`src/rtl/tst_pkg.sv`:
```
// Package for the tagged section timer table: widths, codes and shared types.
// No dependencies.
`default_nettype none
package tst_pkg;
  localparam int SLOTS = 16;
  localparam int TIME_BITS = 48;
  localparam int TAG_BITS = 16;
  localparam int IDX_BITS = $clog2(SLOTS);

  typedef logic [1:0] func_t;
  localparam func_t FUNC_BEGIN = 2'd0;
  localparam func_t FUNC_END = 2'd1;
  localparam func_t FUNC_RESET = 2'd2;
  localparam func_t FUNC_READ = 2'd3;

  typedef logic [2:0] status_t;
  localparam status_t ST_STARTED = 3'd0;
  localparam status_t ST_RUNNING = 3'd1;
  localparam status_t ST_FULL = 3'd2;
  localparam status_t ST_ENDED = 3'd3;
  localparam status_t ST_END_IGN = 3'd4;
  localparam status_t ST_RESET = 3'd5;
  localparam status_t ST_READ_HIT = 3'd6;
  localparam status_t ST_READ_MISS = 3'd7;

  typedef enum logic [1:0] {S_IDLE, S_SCAN, S_UPDATE, S_SEND} state_t;

  // Statistics of one slot.
  typedef struct packed {
    logic [31:0] calls;
    logic [55:0] total;
    logic [47:0] max_top;
    logic [47:0] max_second;
    logic [47:0] min_low;
    logic [47:0] min_second;
  } stats_t;

  // Full contents of one slot as it travels along the ring.
  typedef struct packed {
    logic used;
    logic running;
    logic [TAG_BITS-1:0] tag;
    logic [TIME_BITS-1:0] start;
    stats_t st;
  } entry_t;

  // Control from the sequencer to every cell.
  typedef struct packed {
    logic shift;
    logic clear;
  } cell_ctl_t;
endpackage
`default_nettype wire

```
`src/rtl/tst_cell.sv`:
```
// One slot of the table; cells form a ring that rotates one place per cycle while shift is high.
// Depends on tst_pkg.
`default_nettype none
module tst_cell (
  input  wire logic clk,
  input  wire logic rst,
  input  tst_pkg::cell_ctl_t ctl,
  input  tst_pkg::entry_t ent_in,
  output tst_pkg::entry_t ent_out
);
  import tst_pkg::*;

  logic used;
  logic running;
  logic [TAG_BITS-1:0] tag;
  logic [TIME_BITS-1:0] start;
  stats_t st;

  // Control bits reset; the tag and start time stay undefined until written.
  always_ff @(posedge clk) begin
    if (rst) begin
      used <= 1'b0;
      running <= 1'b0;
      st <= '0;
    end else if (ctl.shift) begin
      used <= ent_in.used;
      running <= ent_in.running;
      st <= ent_in.st;
    end else if (ctl.clear && used) begin
      running <= 1'b0;
      st <= '0;
    end
  end

  always_ff @(posedge clk) begin
    if (ctl.shift) begin
      tag <= ent_in.tag;
      start <= ent_in.start;
    end
  end

  assign ent_out = {used, running, tag, start, st};
endmodule
`default_nettype wire
```
`config.mk`:
```
export PLATFORM = sky130hd
export DESIGN_NAME = tst_cell
export DESIGN_NICKNAME = d
export VERILOG_FILES = /design/src/rtl/tst_pkg.sv /design/src/rtl/tst_cell.sv
export SDC_FILE = /design/constraint.sdc
export NUM_CORES = 1
export LEC_CHECK = 0
export ABC_AREA = 1
export BUFFER_PORTS_ARGS = -buffer_cell sky130_fd_sc_hd__buf_2
export CAP_MARGIN = 20
export CORE_AREA = 2 2 270 272
export DETAILED_ROUTE_END_ITERATION = 8
export DIE_AREA = 0 0 272 274
export GPL_TIMING_DRIVEN = 0
export SLEW_MARGIN = 0
export SYNTH_ARGS = -nofsm -noshare
export SYNTH_HDL_FRONTEND = slang
export SYNTH_SLANG_ARGS = --single-unit
```
`constraint.sdc`:
```
create_clock -name clk -period 1.1 [get_ports clk]
set_input_delay 0.11 -clock clk [delete_from_list [all_inputs] [get_ports clk]]
set_output_delay 0.11 -clock clk [all_outputs]
set_load 0.02 [all_outputs]
```
* Word-level counts from Yosys, hierarchy flattened *
Index checks and enable logic that the tools add are counted.
W data, S select, Z words.

operators by class
  reductions and logical operators = 2
  muxes and demuxes = 4

operators by type and width
  operator             number
  $mux W280            2
  $mux W1              2
  $reduce_bool A2 Y1   1
  $logic_and A1 B1 Y1  1

storage, ports and cells
  output and inout port bits = 346
  register bits after elaboration = 346

* Depth between registers and ports, before layout *
Gate-level depths: netlist (run 1).

  depth in word-level cells = 3
  mapped depth = 6

* Least setup slack after synthesis (run 1) *
OpenSTA, ideal clock, no wires.

  kind = reg2reg
  start = register used
  end = register st (netlist bit ent_out[214])
  data required time = 968 ps
  arrival time = 936 ps
  setup slack = 32 ps
  buffers on the path = 3
  stages on the path, launching flop included = 7
  period minus slack after synthesis = 1068 ps
  path through = dfxtp_1 -> nand2_1 -> buf_4 -> buf_8 -> buf_4 -> nand3_1 -> a21oi_1

on the way
  cells in the longest elaborated chain, start to end = 2

ends and longest elaborated chain
  item                          RTL line        RTL
  start, declared               tst_cell.sv:13  logic used;
  start signal, assigned        tst_cell.sv:26  used <= ent_in.used;
  $logic_and A1 B1 Y1           tst_cell.sv:29  end else if (ctl.clear && used) begin
  $reduce_bool A2 Y1 (no line)  n/a
  end signal, assigned          tst_cell.sv:28  st <= ent_in.st;
  end, declared                 tst_cell.sv:17  stats_t st;

No other way between the ends.
A chain may end at the register's enable or synchronous reset.

* Worst setup path in the final report (run 1) *
  start = register used
  end = register st (netlist bit ent_out[205])

Same word-level chain as after synthesis.

==> flow_summary_export.csv, run 1 <==
group,metric,value,unit
status,status,"finished, violations left",
status,violations,"negative setup slack",
worst_setup_path,path_cells,"nand2_8 -> buf_12 -> buf_16 -> buf_8 -> nand3_1 -> a21oi_1",
die,start_util,17.2,%
die,dieArea,74500,um^2
finish,seq_area,7650,um^2
finish,multi_input_area,5090,um^2
clock_network,clock_latency,0.55,ns
worst_setup_path,cp_slowest_cell,"dfxtp_4",
pwr,clockPowerShare,40.7,%
pwr,irDropWorstVdd,1.03,mV
sta,post-route-min-period,1.30,ns
clock_network,clockBufferDepth,3,
pwr,powerDensity,1400,nW/um^2
pwr,p_seq_share,41.5,%
pwr,p_int,0.0248,W
worst_setup_path,startpoint_type,"register",
grt,antenna_found_initial,3,
clock_network,cts.sinks,346,
worst_setup_path,worstPathMaxFanout,9,
sta,post-route-period-util,118,%
run,maxCapViolations,0,
synthesis,synth_seq_cells,346,
grt,grt_pass1_wl,82600,um
synthesis,syn_avg_cell_area,9.39,um^2
synthesis,synth_most_common_cell,"nand2_1",
pwr,p_leak,10.5,nW
synthesis,async_flop_share,0,%
worst_setup_path,critical_path_class,"reg2reg",
die,ios,696,
finish,final_core_util,33.9,%
grt,overflow,0,
sta,max_freq,769,MHz
die,dieWidth,272,um
worst_setup_path,crit_path_max_incr_delay,0.37,ns
pwr,fin_total_pwr,0.0341,W
detailed_routing,drtPass1Iterations,5,
grt,grt_max_degree,54,
die,die_y,274,um
synthesis,synth_cell_types,14,
synthesis,synth_top_area_share,45.5,%
worst_setup_path,endpoint_kind,"register",
synthesis,syn_area,12400,um^2
detailed_routing,antenna_left,0,
place,dp_slack,-0.793,ns
synthesis,synth_area_leaders,"dfxtp_1 46%, edfxtp_1 15%, a21oi_1 11%, nand3_1 11%, nand2_1 8.6%",
die,rows,99,
worst_setup_path,worstPathArrival,1.76,ns
sta,maxSlewViolCount,0,
place,dp_cells,2974,
detailed_routing,via_per_inst,4.27,
place,port_buffers,694,
pwr,comb_power_share,17.8,%
grt,grt_usage,14.3,%
finish,layoutNonFillerInstCount,3423,
place,place_hpwl,40100,um
finish,fillers,7063,
finish,diodes,0,
worst_setup_path,startpoint,"used",
synthesis,synth_common_cells,"284 x nand2_1, 282 x dfxtp_1, 272 x a21oi_1, 271 x nand3_1, 64 x edfxtp_1",
grt,grt_pass1_vias,14052,
clock_network,cts_tree,"done",
detailed_routing,totalWireLength,62500,um
synthesis,syn_inst,1320,
clock_network,cts-root-buf,"clkbuf_16",
synthesis,syn-num-nets,1670,
synthesis,synth-edff-count,64,
clock_network,cts.clk_slew.worst_paths,0.06,ns
detailed_routing,drc_errors,0,
worst_setup_path,r2r-start,"used",
synthesis,yosys_warnings,0,
worst_setup_path,rrSetupSlack,-0.20,ns
finish,fin_nets,2787,
die,fp.coreArea,72000,um^2
detailed_routing,vias,14626,
worst_setup_path,critPathRequiredTime,1.56,ns
place,gp_congestion,0.889,
clock_network,numCtsBuffers,40,
detailed_routing,avgRoutedWirePerCell,18.3,um
synthesis,dominantRegCellSynth,"dfxtp_1",
synthesis,synth_top_area_cell,"dfxtp_1",
sta,fin_worst_skew,0.0196,ns
sta,hold_viol,0,
detailed_routing,drtIter0Drc,791,
sta,setup_viol,618,
clock_network,cts_max_level,2,
sta,relSlewSlack,38.2,%
pwr,power.switching,0.00937,W
pwr,switching_share,27.5,%
finish,area_growth,96.5,%
min_path,min_from,"ctl[1]",
synthesis,seq_area_frac_synth,61.0,%
finish,drive_above_1_share,46.3,%
min_path,hp-class,"in2reg",
sta,rsz0062_at_grt,"yes",
sta,tightest_slew,0.927,ns
sta,setup_slack,-0.201,ns
-- layout by cell type, fill, tap and decap left out, types with 2 or more instances in the layout --
cell and count:
buf_2 672, dlygate4sd3_1 348, nand2_1 283, dfxtp_1 253
a21oi_1 173, nand3_1 170, a21oi_2 109, nand3_2 81
buf_6 70, edfxtp_1 64, clkbuf_16 62, clkbuf_1 30
nand3_4 30, buf_4 27, buf_8 19, dfxtp_4 17
buf_12 12, dfxtp_2 12, clkbuf_8 8, clkinv_2 5
clkinvlp_4 5, bufinv_16 4, buf_16 3, clkinv_1 2
-- critical path: cells and delay by family, from the launching register on --
family,cells,cell delay (ns)
buffers and inverters,3,0.50
DFF,1,0.37
AOI/OAI and AO/OA,1,0.14
and+or+nand+nor,2,0.19
-- state kept, by name (all words and copies together) (netlist names) --
register,flops
start,48
used,1
tag,16
running,1
ent_out,280
-- layer usage --
layer	track usage [%]	wire length, um	up-vias
li1	-	-	6795
met1	16.3	23900	6932
met2	25.2	31300	747
met3	3.56	4700	152
met4	6.49	2650	0
met5	0	0	-
-- layout make-up --
type / instances / share of cell area [%]
inverter: 1 / 0.0154
clock inverter: 18 / 0.852
timing repair buffer: 1075 / 32.5
clock buffer: 51 / 4.69
buffer: 126 / 4.75
sequential: 346 / 31.4
tap: 959 / 4.92
multi-input combinational: 847 / 20.9
-- logic make-up after synthesis --
family | after synthesis | share of synthesized area (%)
buf+inv | 127 | 6.95
flops | 346 | 61.0
compound gates | 282 | 11.7
simple gates | 565 | 20.3
-- stage by stage --
stage	setup TNS [ns]	cell area, um^2	hold WS (ns)
2_1_floorplan	0	12400	0.209
3_3_place_gp	-451.32	17100	0.286
6_report	-53.59	24400	0.0688
4_1_cts	-81.32	22200	0.0337
3_5_place_dp	-129.48	17100	0.288
5_1_grt	-90.40	24400	0.0555
-- power groups by stage --
stage / Clock [W] / Combinational (W) / Sequential [W]
6_report: 0.0139 / 0.00609 / 0.0142
3_5_place_dp: 0 / 0.00431 / 0.0143
2_1_floorplan: 0 / 0.00130 / 0.0152
3_3_place_gp: 0 / 0.00429 / 0.0143
4_1_cts: 0.0143 / 0.00542 / 0.0141
5_1_grt: 0.0147 / 0.00646 / 0.0142
-- worst paths after layout --
path / to / depth (start not counted)
min: used / 4
max reg2reg: ent_out[205] / 6
max: ent_out[205] / 6
min reg2reg: ent_out[225] / 2
-- repair_timing --
action / CTS / global route
resized for setup: 94 / 367
hold buffers: 348 / 0
endpoints found under the setup margin: 627 / 628
cloned: 1 / 23
buffers inserted: 0 / 8
pin swaps: 0 / 40
endpoints found under the hold margin: 359 / 0
No activity file was read; power rests on OpenSTA's default activity.
==> run 2: changes to the inputs <==
--- a/config.mk
+++ b/config.mk
@@ -5,12 +5,11 @@
 export SDC_FILE = /design/constraint.sdc
 export NUM_CORES = 1
 export LEC_CHECK = 0
-export ABC_AREA = 1
 export BUFFER_PORTS_ARGS = -buffer_cell sky130_fd_sc_hd__buf_2
 export CAP_MARGIN = 20
-export CORE_AREA = 2 2 270 272
+export CORE_AREA = 2 2 275 277
 export DETAILED_ROUTE_END_ITERATION = 8
-export DIE_AREA = 0 0 272 274
+export DIE_AREA = 0 0 277 279
 export GPL_TIMING_DRIVEN = 0
 export SLEW_MARGIN = 0
 export SYNTH_ARGS = -nofsm -noshare
==> constraint.sdc (replaced) <==
create_clock -name clk -period 1.1 [get_ports clk]
set_input_delay 0.11 -clock clk [delete_from_list [all_inputs] [get_ports clk]]
set_output_delay 0.11 -clock clk [all_outputs]
set_load 0.05 [all_outputs]
==> run 2 against run 1 <==
Compared with the run above:
- the flow finishes with violations (negative hold slack, negative setup slack)
- total power is 10% higher
- fmax is 7.9% lower
- clock skew is 0.0056 ns lower
- largest power group unchanged
==> flow_summary_export.csv, run 2 <==
group,metric,value,unit
sta,fin_worst_skew,0.0140,ns
synthesis,syn_avg_cell_area,9.75,um^2
status,status,"finished, violations left",
synthesis,synth-edff-count,64,
sta,post-route-min-period,1.41,ns
worst_setup_path,crit_path_max_incr_delay,0.36,ns
worst_setup_path,startpoint_type,"register",
clock_network,cts_max_level,2,
synthesis,syn_inst,1318,
die,rows,100,
detailed_routing,drtIter0Drc,909,
grt,overflow,0,
sta,setup_slack,-0.312,ns
worst_setup_path,rrSetupSlack,-0.31,ns
pwr,fin_total_pwr,0.0376,W
synthesis,syn-num-nets,1668,
worst_setup_path,r2r_cells,7,
clock_network,cts_tree,"done",
worst_setup_path,critPathRequiredTime,1.57,ns
die,ios,696,
finish,fin_nets,2920,
sta,setup_viol,626,
grt,grt_usage,17.1,%
worst_setup_path,worstPathMaxFanout,10,
grt,grt_max_degree,70,
synthesis,yosys_warnings,0,
finish,drive_above_1_share,52.7,%
sta,rsz0062_at_grt,"yes",
run,maxCapViolations,0,
sta,tns,-68.80,ns
worst_setup_path,r2r_end,"ent_out[7]",
clock_network,cts.clk_slew.worst_paths,0.06,ns
finish,mostFrequentLayoutCells,"358 x buf_2, 346 x dlygate4sd3_1, 292 x buf_8",
synthesis,async_flop_share,0,%
pwr,p_leak,12.0,nW
finish,largest_reg_flops,280,
synthesis,synth_seq_cells,346,
synthesis,seq_area_frac_synth,58.9,%
finish,area_growth,122,%
worst_setup_path,r2r-start,"used",
finish,multi_input_area,4920,um^2
sta,max_freq,708,MHz
grt,antenna_found_initial,6,
sta,relSlewSlack,21.5,%
worst_setup_path,worstPathArrival,1.88,ns
worst_setup_path,path_cells,"nand2_4 -> buf_12 -> buf_12 -> buf_8 -> buf_12 -> nand3b_1 -> a21oi_2",
worst_setup_path,critical_path_class,"reg2reg",
die,fp.coreArea,74100,um^2
pwr,powerDensity,1320,nW/um^2
worst_setup_path,crit_family,"buffers and inverters",
synthesis,synth_top_area_cell,"dfxtp_1",
worst_setup_path,crit_top_cell,"buf_12",
sta,hold_viol,63,
clock_network,numCtsBuffers,41,
finish,seq_area,7950,um^2
min_path,hp-class,"in2reg",
min_path,min_from,"ctl[1]",
detailed_routing,vias,15938,
pwr,irDropWorstVdd,1.12,mV
detailed_routing,drtPass1Iterations,5,
detailed_routing,drc_errors,0,
synthesis,synth_common_cells,"282 x dfxtp_1, 282 x nand2_1, 281 x a21oi_1, 281 x nand3b_1",
finish,final_common_cell,"buf_2",
worst_setup_path,worst-path-buf-inv,4,
detailed_routing,avgRoutedWirePerCell,21.0,um
min_path,whs_path_depth,1,
sta,whs,-0.0405,ns
die,start_util,17.4,%
detailed_routing,totalWireLength,74900,um
finish,fin_area,28500,um^2
synthesis,synth_top_area_share,43.9,%
clock_network,clockBufferDepth,3,
sta,maxSlewViolCount,0,
grt,grt_pass1_wl,102000,um
synthesis,syn_area,12900,um^2
detailed_routing,via_per_inst,4.46,
place,port_buffers,694,
place,place_hpwl,41900,um
die,dieArea,77300,um^2
worst_setup_path,cp_slowest_cell,"dfxtp_4",
sta,tightest_slew,1.18,ns
synthesis,dominantRegCellSynth,"dfxtp_1",
synthesis,synth_area_leaders,"dfxtp_1 44%, nand3b_1 16%, edfxtp_1 15%, a21oi_1 11%, nand2_1 8.2%",
die,dieWidth,277,um
clock_network,cts.sinks,346,
status,violations,"negative hold slack, negative setup slack",
grt,grt_pass1_vias,16693,
synthesis,synth_cell_types,12,
detailed_routing,antenna_left,0,
worst_setup_path,endpoint_kind,"register",
sta,post-route-period-util,128,%
clock_network,clock_latency,0.57,ns
clock_network,cts-root-buf,"clkbuf_16",
clock_network,cts_hold_buf,346,
place,placed_cell_area,17500,um^2
finish,fillers,6680,
finish,final_core_util,38.5,%
min_path,whs_endpoint,"start[6]",
place,gp_congestion,0.836,
die,die_y,279,um
run 2: cell types whose count changed in the layout (fill, tap and decap cells not counted), sizes merged, moves of 3 or more:
| cell | before | now |
|---|---|---|
| diode | 0 | 4 |
| bufinv | 4 | 1 |
| clkinv | 8 | 13 |
| buf | 804 | 920 |
| nand3 | 281 | 0 |
| nand3b | 0 | 281 |
| clkbuf | 100 | 123 |
| clkinvlp | 5 | 0 |
run 2: cell type report:
type	instances	share of cell area [%]
clock buffers	54	4.01
multi-input cells	846	17.2
diodes	4	0.0351
repair buffers	1210	42.0
clock inverters	18	0.548
plain buffers	125	3.98
well taps	969	4.25
flip-flops and latches	346	27.9
run 2: power by group:
group | switching (W) | internal, W | total (W) | leakage, nW
clock | 0.00595 | 0.00762 | 0.0136 | 0.649
combinational | 0.00519 | 0.00437 | 0.00956 | 8.33
sequential | 0.000675 | 0.0138 | 0.0145 | 3.06
total | 0.0118 | 0.0258 | 0.0376 | 12.0
run 2: logic make-up (layout without fill, tap and decap cells):
logic type | count (synthesis) | count (layout) | share of synthesized area [%]
flops | 346 | 346 | 58.9
buf+inv | 126 | 1407 | 5.45
compound gates | 281 | 281 | 10.9
mux | 1 | 1 | 0.0779
other cells | 0 | 4 | 0
simple gates | 564 | 564 | 24.7
run 2: how the worst max path moves through the flow:
stage            from           end  slack, ns  cells after the start
5_1_grt          used    ent_out[7]      -0.35                      7
3_3_place_gp   ctl[1]   ent_out[91]      -1.70                      5
4_1_cts        tag[6]  ent_out[334]      -0.31                      1
6_report         used    ent_out[7]      -0.31                      7
3_5_place_dp   ctl[1]   ent_out[91]      -1.19                      5
2_1_floorplan    used  ent_out[267]       0.02                      6
run 2: routing by layer:
metal  track usage, %  vias to the layer above  part of all wire [%]
met5                0                        -                     0
met4             11.7                        0                   7.3
met2             30.3                      944                    49
met3             3.98                      284                   7.4
li1                 -                     7059                     -
met1             18.1                     7651                    36
run 2: worst register-to-register path: stages, from the launching register on:
cell and delay (ns):
dfxtp_4 0.36, nand2_4 0.08, buf_12 0.15, buf_12 0.12, buf_8 0.11, buf_12 0.15
nand3b_1 0.16, a21oi_2 0.20
run 2: per-stage QoR:
| step | hold WS [ns] | setup WS (ns) | cells |
|---|---|---|---|
| finish | -0.0405 | -0.312 | 3572 |
| CTS | -0.0784 | -0.310 | 3499 |
| global route | -0.0551 | -0.349 | 3572 |
| detailed placement | 0.288 | -1.19 | 2981 |
| global placement | 0.286 | -1.70 | 2981 |
| floorplan | 0.209 | 0.0191 | 1318 |
run 2: what timing repair did:
| action | in CTS | in global routing |
|---|---|---|
| buffers inserted | 72 | 76 |
| setup endpoints to repair | 628 | 627 |
| gates resized for setup | 1368 | 141 |
| endpoints found under the hold margin | 410 | 64 |
| gates cloned | 28 | 6 |
| pin swaps | 63 | 61 |
